[src/ncs_pkg.sv]
// shared types and constants for the nearest centroid search block
// no dependencies

package ncs_pkg;

    localparam int VALUE_BITS = 16;
    localparam int SLOT_PORT_W = 4;
    localparam int POS_PORT_W = 6;
    localparam int DIST_PORT_W = 38;
    localparam int CC_W = 5;
    localparam int DC_W = 7;
    localparam int APB_ADDR_W = 3;
    localparam int APB_DATA_W = 32;
    localparam int TAG_SLOT_W = 8;
    localparam int MAG_W = VALUE_BITS;
    localparam int SQ_W = 2 * VALUE_BITS;

    typedef enum logic [0:0] {
        REG_CENTROID_COUNT = 1'b0,
        REG_DIMENSION_COUNT = 1'b1
    } t_reg_index;

    typedef enum logic [0:0] {
        REQ_LOAD = 1'b0,
        REQ_QUERY = 1'b1
    } t_req_type;

    typedef enum logic [1:0] {
        ST_IDLE,
        ST_SEARCH,
        ST_DRAIN
    } t_state;

    typedef struct packed {
        logic                  valid;
        logic                  first;
        logic                  last;
        logic                  final_elem;
        logic [TAG_SLOT_W-1:0] slot;
    } t_tag;

endpackage

[src/ncs_seq.sv]
// search sequencer: walks every centroid element and tags each memory read
// depends on ncs_pkg

module ncs_seq import ncs_pkg::*; #(
    parameter int MAX_CENTROIDS = 16,
    parameter int MAX_DIMENSIONS = 64,
    localparam int SLOT_W = (MAX_CENTROIDS > 1) ? $clog2(MAX_CENTROIDS) : 1,
    localparam int DIM_W = (MAX_DIMENSIONS > 1) ? $clog2(MAX_DIMENSIONS) : 1
) (
    input  logic              i_clk,
    input  logic              i_rst_n,
    input  logic              i_trigger,
    input  logic [SLOT_W-1:0] i_cnt_last,
    input  logic [DIM_W-1:0]  i_dims_last,
    input  logic              i_done,
    output logic              o_busy,
    output logic              o_rd_en,
    output logic [SLOT_W-1:0] o_rd_slot,
    output logic [DIM_W-1:0]  o_rd_pos,
    output t_tag              o_tag
);

    t_state r_state, n_state;
    logic [SLOT_W-1:0] r_c, n_c;
    logic [DIM_W-1:0] r_d, n_d;
    logic elem_last;
    logic walk_end;

    assign elem_last = (r_d == i_dims_last);
    assign walk_end = elem_last && (r_c == i_cnt_last);

    always_ff @(posedge i_clk) begin
        if (!i_rst_n) begin
            r_state <= ST_IDLE;
            r_c <= '0;
            r_d <= '0;
        end else begin
            r_state <= n_state;
            r_c <= n_c;
            r_d <= n_d;
        end
    end

    // next state
    always_comb begin
        n_state = r_state;
        n_c = r_c;
        n_d = r_d;
        unique case (r_state)
            ST_IDLE: begin
                if (i_trigger) begin
                    n_state = ST_SEARCH;
                    n_c = '0;
                    n_d = '0;
                end
            end
            ST_SEARCH: begin
                if (walk_end) begin
                    n_state = ST_DRAIN;
                end
                if (elem_last) begin
                    n_d = '0;
                    n_c = r_c + 1'b1;
                end else begin
                    n_d = r_d + 1'b1;
                end
            end
            ST_DRAIN: begin
                if (i_done) begin
                    n_state = ST_IDLE;
                end
            end
            default: begin
                n_state = ST_IDLE;
            end
        endcase
    end

    // outputs
    always_comb begin
        o_busy = 1'b0;
        o_rd_en = 1'b0;
        unique case (r_state)
            ST_IDLE: begin
                o_busy = 1'b0;
            end
            ST_SEARCH: begin
                o_busy = 1'b1;
                o_rd_en = 1'b1;
            end
            ST_DRAIN: begin
                o_busy = 1'b1;
            end
            default: begin
                o_busy = 1'b0;
            end
        endcase
        o_rd_slot = r_c;
        o_rd_pos = r_d;
        o_tag.valid = o_rd_en;
        o_tag.first = (r_d == '0);
        o_tag.last = elem_last;
        o_tag.final_elem = walk_end;
        o_tag.slot = TAG_SLOT_W'(r_c);
    end

endmodule

[config.mk]
export PLATFORM = sky130hd
export DESIGN_NAME = ncs_seq
export DESIGN_NICKNAME = d
export VERILOG_FILES = /design/src/ncs_pkg.sv /design/src/ncs_seq.sv
export SDC_FILE = /design/constraint.sdc
export NUM_CORES = 1
export LEC_CHECK = 0
export BUFFER_PORTS_ARGS = -buffer_cell sky130_fd_sc_hd__buf_2
export CORE_ASPECT_RATIO = 0.8
export CORE_UTILIZATION = 44
export DETAILED_ROUTE_END_ITERATION = 10
export PLACE_DENSITY = 0.8
export REMOVE_ABC_BUFFERS = 1
export SLEW_MARGIN = 20
export SYNTH_ARGS = -nofsm -noshare
export SYNTH_HDL_FRONTEND = slang
export SYNTH_SLANG_ARGS = --single-unit
[constraint.sdc]
create_clock -name i_clk -period 3.2 [get_ports i_clk]
set_input_delay 0 -clock i_clk [delete_from_list [all_inputs] [get_ports i_clk]]
set_output_delay 0 -clock i_clk [all_outputs]
set_load 0.1 [all_outputs]
==> metrics <==
status finished, final reports clean; fraction of the cycle the final worst path needs 61.82%; area of placed instances 962.2 um^2; number of CTS-inserted buffers 3; average routed wire per standard cell 10.84 um; share of the yosys chip area belonging to registers 28.32%; worst slew margin relative to its limit 65.51%; detailed-routing iteration count for the pre-antenna-repair pass 4; via count of the first global-routing pass 664; clock network latency to the later pin of the worst-skew pair 0.27 ns; most used cells in the layout excluding fill and tap cells 33 x buf_2, 13 x xor2_1, 12 x dfxtp_1; upper clock frequency limit 505.5 MHz; average cell area after synthesis 8.236 um^2; average vias per placed instance 4.947; setup slack of the most critical reg-to-reg path 1.35 ns; area of the die 2109 um^2; sequential cell area 240.2 um^2; Post-Route Skew 0.001776 ns; core footprint 1708 um^2; TritonCTS clock tree built; FILL cells 173; number of post-CTS setup repair buffers 0; fin util 58.46%; post-CTS resize count 0; final weighted congestion in routability-driven placement 0.7257; total routing usage reported by global routing 18.27%; synth warn 0; post-route DRC violation count 0; chip height 41.28 um; fraction of layout cells with a size suffix above 1 30.77%; most common cell after layout, fill and taps aside buf_2; via count 752; antenna fix cells 0; launching element type of the critical path register; startpoint of the most critical register-to-register path o_rd_pos[2]$_SDFFE_PN0P_; path depth of the worst reg2reg path 5; flops & latches, synth 12; Reg2Reg Capture Point o_rd_pos[0]$_SDFFE_PN0P_; count of boundary I/O pins 38; post-route standard cell area excluding fillers 998.5 um^2; depth of the critical timing path with buffers and inverters included 5; critical path's top delay family simple AND/OR/NAND/NOR gates; setup violation total in the final timing report 0; # clock sinks 12; cells along the critical path xor2_1 > nor4_2 > nand3_1 > inv_1 > buf_2; Max stage delay on crit path 0.45 ns; Root Buffer Master clkbuf_4; IR drop worst, VDD 0.0008384 V; Min-Delay Path Depth 2; total area of multi-input combinational cells 503.0 um^2; initial DRC count 12; global-route wire length before repair 2760 um; Worst-path clk slew 0.07 ns; H-tree depth 1; layout net count 151; CP Data Arrival Time 1.98 ns; initial core utilization 49.67%; max-capacitance violation count 0; remaining antenna violation count after routing 0; critical path buffer and inverter count 2; final count of hold timing violations 0; std cell rows 13; fin. max-slew vios 0; kind of end point of the critical path output pin; initial antenna violation count 0; count of buffers inserted at the top-level ports 33; slowest CP cell dfxtp_1; Final HPWL DP 1329 um; Cell variety after synth 27; slew at the pin closest to its max-slew limit 0.5119 ns; CP Data Required Time 3.20 ns; minimum period implied by the final worst setup slack 1.978 ns; crit path launch o_rd_pos[2]$_SDFFE_PN0P_; classification of the worst-slack hold path input port to register; Crit Path Max Fanout 6; unrepaired setup endpoints after global routing false; Static Leak 0.0005289 uW; combined area of all synthesized cells 848.3 um^2; area grow syn2layout 17.70%; Bufs on Longest Clock Path 2; Power Density 691.5 nW/um^2; type of the worst setup path register to output pin; routed wire length 1648 um; CP Capture Point o_tag[8]; Setup TNS 0 ns; total congestion overflow after global routing 0; maximum number of pins on one net before global-route repair 12; post-synthesis cell count 103; Die Wd 51.09 um; post-cts hold buffer count 0
==> stage by stage <==
step | std cells | hold WS (ns) | setup WS, ns | power (uW)
2_1_floorplan | 93 | 0.1334 | 0.09815 | 519.4
6_report | 152 | 0.04478 | 1.222 | 690.5
4_1_cts | 152 | 0.03767 | 1.205 | 694.3
3_5_place_dp | 148 | 0.3315 | 1.351 | 574.1
5_1_grt | 152 | 0.03823 | 1.044 | 730.0
3_3_place_gp | 148 | 0.3307 | 1.450 | 569.3
==> area by class of cell <==
type	instances	share of cell area [%]
Multi-Input combinational cell	74	50.38
Inverter	7	2.632
Timing Repair Buffer	33	16.54
Tap cell	22	2.757
Clock buffer	4	3.634
Sequential cell	12	24.06
==> flip-flops by register name, summed over array words and instances (netlist names) <==
signal and flops:
r_state 2, o_rd_slot 4, o_rd_pos 6
==> worst reg2reg max path, stage by stage, from the launching register on <==
cell and delay, ns:
dfxtp_1 0.45, xor2_1 0.12, nor4_2 0.43, a21boi_2 0.15, o21ai_0 0.44, nor3_1 0.12
==> synthesized netlist by cell type (all sizes together) <==
master  instances  share of area, %
clkbuf          1              0.44
nor2            9               4.0
and2            1              0.74
nor4            3               2.9
nand3b          1              0.89
a21oi           3               1.8
o211a           1               1.2
o21ai           6               3.5
xnor2           1               1.0
xor2           13                13
conb            1              0.44
nor3            1              0.59
or3             2               1.5
mux2i           4               4.7
inv             7               3.1
a21boi          2               2.2
nand2b          1              0.74
nand3           4               2.4
nand4           3               2.2
nand2           8               3.5
buf            12                10
mux2            1               1.3
dfxtp          12                28
ha              6               8.8
==> per-layer routing <==
| metal | wire length (um) | GRT usage [%] |
|---|---|---|
| met2 | 772 | 33.55 |
| met3 | 141 | 6.296 |
| met5 | 0 | 0 |
| met1 | 734 | 21.04 |
| met4 | 0 | 4.167 |
==> logic make-up after synthesis <==
| logic type | share of synthesized area, % |
|---|---|
| compound gates | 8.702 |
| xor+xnor | 14.45 |
| fa+ha+maj | 8.849 |
| buf+inv | 13.72 |
| flops | 28.32 |
| mux | 6.047 |
| other cells | 0.4421 |
| simple gates | 19.47 |
==> where the power goes <==
part	switching (uW)	leakage, uW	internal (uW)
combinational	320	0.000411	75.0
clock	48.7	0.0000210	69.1
sequential	16.2	0.0000972	161
total	385	0.000529	306
==> how the worst min path moves through the flow <==
stage,start,end,slack [ns]
after floorplan,i_rst_n,r_state[1]$_SDFFE_PN0P_,0.13
after global placement,i_rst_n,r_state[1]$_SDFFE_PN0P_,0.33
after detailed placement,i_rst_n,r_state[1]$_SDFFE_PN0P_,0.33
after CTS,i_rst_n,r_state[1]$_SDFFE_PN0P_,0.04
after global routing,i_rst_n,r_state[1]$_SDFFE_PN0P_,0.04
final,i_rst_n,r_state[1]$_SDFFE_PN0P_,0.04
No activity file was read; power rests on OpenSTA's default activity.
