$ cat src/ncs_pkg.sv
// shared types and constants for the nearest centroid search block
// no dependencies

package ncs_pkg;

    localparam int VALUE_BITS = 16;
    localparam int SLOT_PORT_W = 4;
    localparam int POS_PORT_W = 6;
    localparam int DIST_PORT_W = 38;
    localparam int CC_W = 5;
    localparam int DC_W = 7;
    localparam int APB_ADDR_W = 3;
    localparam int APB_DATA_W = 32;
    localparam int TAG_SLOT_W = 8;
    localparam int MAG_W = VALUE_BITS;
    localparam int SQ_W = 2 * VALUE_BITS;

    typedef enum logic [0:0] {
        REG_CENTROID_COUNT = 1'b0,
        REG_DIMENSION_COUNT = 1'b1
    } t_reg_index;

    typedef enum logic [0:0] {
        REQ_LOAD = 1'b0,
        REQ_QUERY = 1'b1
    } t_req_type;

    typedef enum logic [1:0] {
        ST_IDLE,
        ST_SEARCH,
        ST_DRAIN
    } t_state;

    typedef struct packed {
        logic                  valid;
        logic                  first;
        logic                  last;
        logic                  final_elem;
        logic [TAG_SLOT_W-1:0] slot;
    } t_tag;

endpackage

$ cat src/ncs_distance.sv
// distance datapath: difference, square, accumulate per centroid, keep the best
// depends on ncs_pkg

module ncs_distance import ncs_pkg::*; #(
    parameter int MAX_DIMENSIONS = 64
) (
    input  logic                         i_clk,
    input  logic                         i_rst_n,
    input  t_tag                         i_tag,
    input  logic signed [VALUE_BITS-1:0] i_query_value,
    input  logic signed [VALUE_BITS-1:0] i_cent_value,
    output logic                         o_last_seen,
    output logic                         o_done,
    output logic [SLOT_PORT_W-1:0]       o_nearest_slot,
    output logic [DIST_PORT_W-1:0]       o_nearest_distance
);

    localparam int ACC_W = SQ_W + ((MAX_DIMENSIONS > 1) ? $clog2(MAX_DIMENSIONS) : 0);

    t_tag r_tag1, r_tag2, r_tag3;
    logic [MAG_W-1:0] r_mag;
    logic [SQ_W-1:0] r_sq;
    logic [ACC_W-1:0] r_acc;
    logic [ACC_W-1:0] r_best;
    logic [TAG_SLOT_W-1:0] r_best_slot;
    logic r_done;
    logic [SLOT_PORT_W-1:0] r_out_slot;
    logic [DIST_PORT_W-1:0] r_out_dist;

    logic signed [VALUE_BITS:0] diff;
    logic [VALUE_BITS:0] diff_abs;
    logic [ACC_W-1:0] sum;
    logic take;
    logic [ACC_W-1:0] best_dist;
    logic [TAG_SLOT_W-1:0] best_slot;

    always_comb begin
        diff = {i_query_value[VALUE_BITS-1], i_query_value}
             - {i_cent_value[VALUE_BITS-1], i_cent_value};
        diff_abs = diff[VALUE_BITS] ? (VALUE_BITS+1)'(-diff) : diff;
        sum = (r_tag3.first ? '0 : r_acc) + ACC_W'(r_sq);
        take = (r_tag3.slot == '0) || (sum < r_best);
        best_dist = take ? sum : r_best;
        best_slot = take ? r_tag3.slot : r_best_slot;
    end

    always_ff @(posedge i_clk) begin
        if (!i_rst_n) begin
            r_tag1 <= '0;
            r_tag2 <= '0;
            r_tag3 <= '0;
            r_done <= 1'b0;
        end else begin
            r_tag1 <= i_tag;
            r_tag2 <= r_tag1;
            r_tag3 <= r_tag2;
            r_done <= r_tag3.valid && r_tag3.final_elem;
        end
    end

    always_ff @(posedge i_clk) begin
        r_mag <= MAG_W'(diff_abs);
        r_sq <= r_mag * r_mag;
        if (r_tag3.valid) begin
            r_acc <= sum;
            if (r_tag3.last) begin
                r_best <= best_dist;
                r_best_slot <= best_slot;
            end
            if (r_tag3.final_elem) begin
                r_out_slot <= SLOT_PORT_W'(best_slot);
                r_out_dist <= DIST_PORT_W'(best_dist);
            end
        end
    end

    assign o_last_seen = r_tag3.valid && r_tag3.final_elem;
    assign o_done = r_done;
    assign o_nearest_slot = r_out_slot;
    assign o_nearest_distance = r_out_dist;

endmodule

$ cat config.mk
export PLATFORM = sky130hd
export DESIGN_NAME = ncs_distance
export DESIGN_NICKNAME = d
export VERILOG_FILES = /design/src/ncs_pkg.sv /design/src/ncs_distance.sv
export SDC_FILE = /design/constraint.sdc
export NUM_CORES = 1
export LEC_CHECK = 0
export ABC_AREA = 1
export BUFFER_PORTS_ARGS = -buffer_cell sky130_fd_sc_hd__buf_4
export CAP_MARGIN = 10
export CORE_MARGIN = 1
export CORE_UTILIZATION = 25
export CTS_CLUSTER_DIAMETER = 50
export CTS_CLUSTER_SIZE = 28
export DETAILED_ROUTE_END_ITERATION = 10
export PLACE_DENSITY_LB_ADDON = 0.25
export SLEW_MARGIN = 10
export SYNTH_ARGS = -nofsm -noshare
export SYNTH_HDL_FRONTEND = slang
export SYNTH_SLANG_ARGS = --single-unit
$ cat constraint.sdc
create_clock -name i_clk -period 10.45 [get_ports i_clk]
set_input_delay 0.5225 -clock i_clk [delete_from_list [all_inputs] [get_ports i_clk]]
set_output_delay 0.5225 -clock i_clk [all_outputs]
set_load 0.01 [all_outputs]
==> results.toml, run 1 <==
[status]
outcome = "finished, final reports clean"

[setup_path]
cp-end-kind = "register"
slowest_stage = "dfxtp_1"
critical-path-max-stage-delay_ps = 820
required_ps = 10930
crit_path_start_kind = "register"
crit_top_cell = "fa_1"
worstPathArrival_ps = 6550
path_cells = "nand2_1, fa_1, inv_1, fa_1, inv_1, fa_1, inv_1, fa_1, fa_1, fa_1, ha_1, nand2_1, nor2_1, nand4_1, o21ai_1, nand4_1, nand2_1, xor2_1"
worst-path-max-fanout = 16
critPathKind = "register to register"

[clocking]
cts_setup_buffers = 0
worstSkewPairLatency_ps = 580
cts-root-buf = "clkbuf_16"
cts_tree = "yes"
clk_path_buf_depth = 3
cts_hold_buf = 0
clk_pin_slew_worst_paths_ps = 60
cts_max_level = 1
numCtsBuffers = 28
cts_resized = 0
cts_num_sinks = 206

[grt]
grt_antenna_before_repair = 0
grt_pass1_vias = 14800
grt_usage = 0.121
grt_max_degree = 62
grt_overflow = 0
grt_pass1_wl_um = 75500

[timing]
worst_slew_pin_slew_ps = 1110
max_freq_ghz = 0.165
drv_slew = 0
timing.final.crit_share = 0.581
finalSetupTns_ps = 0
relSlewSlack = 0.259
skew_ps = 30.0
setup_viol = 0
hold_viol = 0
min_period_ps = 6070
rsz0062_at_grt = "no"

[placement]
hpwl_um = 37000
gp_congestion = 0.871
portBuffers = 89

[run]
drv_cap = 0

[floorplan]
die-area_um2 = 76400
core_um2 = 74400
die_h_um = 276
die_w_um = 276
rows = 100
ios = 90
start_util = 0.253

[synth]
ys.flop_type = "edfxtp_1"
synthTopCellsByArea = "edfxtp_1 19%, fa_1 17%, ha_1 12%, nand2_1 12%, inv_1 11%"
synthCells = 2363
synth_area_um2 = 18800
synth_largest_area_cell = "edfxtp_1"
avgSynthCellArea_um2 = 7.96
synthXorXnorAreaFrac = 0.0303
synthDistinctLibCells = 44
synth_edf_count = 122
synth_fa_ha_area_frac = 0.299
synth_fp_nets = 2760
yosys.area_share.simple = 0.197
synth_top_family_by_area = "adder cells"
yosys.area.top_type_share = 0.195
synth_compound_area_frac = 0.0669
yosys-mux-area-fraction = 0
synth_seq_cells = 206
synth_warnings = 0
async_flop_share = 0
seq_area_frac_synth = 0.284

[final_layout]
antenna_cells = 0
fin_nets = 2835
syn_to_final_growth_pct = 14.4
drive_gt1_frac = 0.0728

[drt]
drtIter0Drc = 665
routed-via-count = 14400
viasPerCell = 4.20
route.detailed.drc = 0
wl_um = 45000
detail-route-antenna-nets = 0
wl_per_cell_um = 13.1
detail_route.first_pass.iterations = 5

[min_path]
hp-class = "input port to register"
path summary, 6_finish.rpt:
kind,from,end,slack [ps],cells past startpoint
setup / recovery,r_mag[9]$_DFF_P_,r_sq[31]$_DFF_P_,4380,18
hold / removal,i_tag[6],r_tag1[6]$_SDFF_PN0_,120,3
setup reg to reg,r_mag[9]$_DFF_P_,r_sq[31]$_DFF_P_,4380,18
hold reg to reg,r_tag2[6]$_SDFF_PN0_,r_tag3[6]$_SDFF_PN0_,410,2
cells in the mapped netlist, types with 25 or more instances:
cell / count
clkbuf_1: 39
xor2_1: 46
nor2_1: 162
dfxtp_1: 84
a21oi_1: 106
fa_1: 164
o21ai_0: 59
edfxtp_1: 122
inv_1: 551
nand3_1: 70
ha_1: 187
nand4_1: 25
nand2_1: 607
through the flow:
stage          cell area (um^2)  std cells   util  worst slack (ps)  hold WS [ps]
6_report                  21500       3429  0.289              4380           124
5_1_grt                   21500       3429  0.289              3940           102
4_1_cts                   21500       3429  0.289              4380          93.8
3_5_place_dp              20500       3377  0.275              4430           395
3_3_place_gp              20500       3377  0.275              4410           393
2_1_floorplan             18800       2363      -              4940           329
worst max-delay path: cells and delay by family, from the launching register on:
kind | cells | cell delay [ps]
AOI/OAI and AO/OA | 1 | 360
xor gates and xnor gates | 1 | 150
adders and majority gates | 7 | 3440
buffers and inverters | 3 | 190
DFF | 1 | 820
and+or+nand+nor | 6 | 1020
sequential cells by signal (all words and copies together) (netlist names):
name and cells:
r_tag1 12, o_nearest_distance 38, r_mag 16, r_sq 31, o_done 1, o_nearest_slot 4, r_best_slot 4, r_best 38
r_acc 38, r_tag2 12, r_tag3 12
kinds of logic after synthesis:
family,count (synthesis)
buffers and inverters,603
flip-flops,206
AND/OR/NAND/NOR,910
AO/OA/AOI/OAI,228
adder cells (fa/ha/maj),351
XOR/XNOR,65
layout make-up:
| class | instances | area [um^2] |
|---|---|---|
| clock buffers | 29 | 704 |
| inverters | 555 | 2080 |
| multi-input cells | 1554 | 11200 |
| fillers | 8038 | 52900 |
| flip-flops and latches | 206 | 5350 |
| clock inverters | 23 | 328 |
| well taps | 969 | 1210 |
| repair buffers | 93 | 698 |
cell usage in the layout (no fill, tap or decap), drive strengths merged, types with 2 or more instances in the layout:
cell type,Yosys,layout
bufinv,0,4
o21ai,80,80
nand4,25,25
xnor2,19,19
o211ai,5,5
o21a,8,8
inv,555,567
edfxtp,122,122
ha,187,187
nor2,167,167
fa,164,164
nor4,3,3
buf,9,93
clkbuf,39,29
clkinv,0,6
and2,7,7
a21o,12,12
a21oi,107,107
nand2,617,617
a21boi,3,3
or2,3,3
nand3b,2,2
o21bai,7,7
nor3,13,13
xor2,46,46
dfxtp,84,84
nand3,73,73
layer usage:
| metal | wire length, um | share of wire | global-route usage |
|---|---|---|---|
| met1 | 21200 | 0.47 | 0.158 |
| met2 | 21300 | 0.47 | 0.211 |
| met3 | 1550 | 0.034 | 0.0145 |
| met4 | 949 | 0.021 | 0.0299 |
| met5 | 0 | 0 | 0 |
Power of run 1 is left out: the tool's default activity adds up to more than one toggle a clock period on the data nets, which glitch-free logic cannot reach.
==> run 2, diff against run 1 <==
Clock period 10.45 ns to 5.4 ns, I/O delays scaled along.
==> results.toml, run 2 (synthesis results as in run 1) <==
[setup_path]
cp-end-kind = "register"
worstPathArrival_ps = 5770
path_cells = "buf_4, buf_4, nand2_1, inv_1, fa_2, fa_1, inv_1, fa_1, inv_1, fa_1, fa_1, ha_1, ha_2, nand2_2, o21bai_1, a21oi_1, o21ai_0, nor2_1, nand2_1, xor2_1"
crit_top_cell = "fa_1"
slowest_stage = "fa_1"
crit_path_start_kind = "register"
worst-path-max-fanout = 6
critPathKind = "register to register"
critical-path-max-stage-delay_ps = 540
path_depth = 20
cp_top_family = "adder cells"
worstPathBufferInverterCount = 5
r2r_cells = 20
required_ps = 5890

[min_path]
hp-class = "input port to register"
min_delay_path_depth = 3

[clocking]
clk_pin_slew_worst_paths_ps = 60
cts_num_sinks = 206
worstSkewPairLatency_ps = 570
numCtsBuffers = 29
cts-root-buf = "clkbuf_16"
cts_tree = "yes"
cts_max_level = 1
clk_path_buf_depth = 3

[final_layout]
mostFrequentLayoutCells = "587 x nand2_1, 537 x inv_1, 204 x buf_4"
drive_gt1_frac = 0.159
antenna_cells = 0
regArea_um2 = 5400
syn_to_final_growth_pct = 22.7
nFillCells = 7964
final_common_cell = "nand2_1"
fin_nets = 2969
multi_input_area_um2 = 11600

[floorplan]
die_w_um = 276
ios = 90
die-area_um2 = 76400
start_util = 0.253
die_h_um = 276
rows = 100
core_um2 = 74400

[grt]
grt_antenna_before_repair = 0
grt_usage = 0.122
grt_pass1_wl_um = 76400
grt_overflow = 0
grt_max_degree = 47
grt_pass1_vias = 15300

[timing]
hold_slack_ps = 47.2
max_freq_ghz = 0.189
relSlewSlack = 0.293
rsz0062_at_grt = "yes"
setup_viol = 0
timing.final.crit_share = 0.977
skew_ps = 21.0
finalSetupTns_ps = 0
min_period_ps = 5280
fin_ws_ps = 122
drv_slew = 0
worst_slew_pin_slew_ps = 1060
hold_viol = 0

[drt]
viasPerCell = 4.18
wl_um = 46300
detail_route.first_pass.iterations = 5
routed-via-count = 14900
wl_per_cell_um = 13.0
route.detailed.drc = 0
detail-route-antenna-nets = 0
drtIter0Drc = 768

[placement]
pre_cts_slack_ps = -192
gp_congestion = 0.878
portBuffers = 89
hpwl_um = 38600

[status]
outcome = "finished, final reports clean"

[run]
drv_cap = 0
-- run 2: layout make-up --
| class | count | share of cell area |
|---|---|---|
| multi-input cells | 1554 | 0.503 |
| flip-flops and latches | 206 | 0.234 |
| inverters | 555 | 0.0902 |
| repair buffers | 226 | 0.0776 |
| well taps | 969 | 0.0525 |
| clock buffers | 31 | 0.0327 |
| clock inverters | 23 | 0.00986 |
-- run 2: final timing paths --
check | from | endpoint | slack, ps
worst max-delay path | r_mag[9]$_DFF_P_ | r_sq[28]$_DFF_P_ | 120
worst min-delay path | i_cent_value[0] | r_mag[0]$_DFF_P_ | 50
worst max register to register | r_mag[9]$_DFF_P_ | r_sq[28]$_DFF_P_ | 120
worst min register to register | r_tag2[4]$_SDFF_PN0_ | r_tag3[4]$_SDFF_PN0_ | 410
-- run 2: repair_timing --
| item | 4_1_cts | 5_1_grt |
|---|---|---|
| pin swaps | 2 | 55 |
| hold buffers | 12 | 0 |
| endpoints found under the hold margin | 12 | 0 |
| setup buffers | 0 | 10 |
| resized for setup | 23 | 129 |
| setup endpoints to repair | 18 | 20 |
-- run 2: worst reg2reg max path, cell delays in order (launching register included) --
cell and delay [ps]:
dfxtp_4 370, buf_4 170, buf_4 170, nand2_1 110, inv_1 80, fa_2 400, fa_1 540, inv_1 50
fa_1 520, inv_1 50, fa_1 440, fa_1 490, ha_1 320, ha_2 390, nand2_2 110, o21bai_1 250
a21oi_1 100, o21ai_0 360, nor2_1 80, nand2_1 80, xor2_1 130
-- run 2: through the flow --
step	cells	cell area [um^2]	utilization
2_1_floorplan	2363	18800	-
3_3_place_gp	3488	21400	0.287
3_5_place_dp	3488	21400	0.287
4_1_cts	3554	22500	0.302
5_1_grt	3564	23100	0.310
6_report	3564	23100	0.310
-- run 2: routing by layer --
metal,up-vias,global-route usage,share of wire
met2,184,0.215,0.48
met5,-,0,0
li1,7690,-,-
met4,0,0.0286,0.020
met3,52,0.0125,0.028
met1,6982,0.160,0.47
Power of run 2 is left out for the same reason.
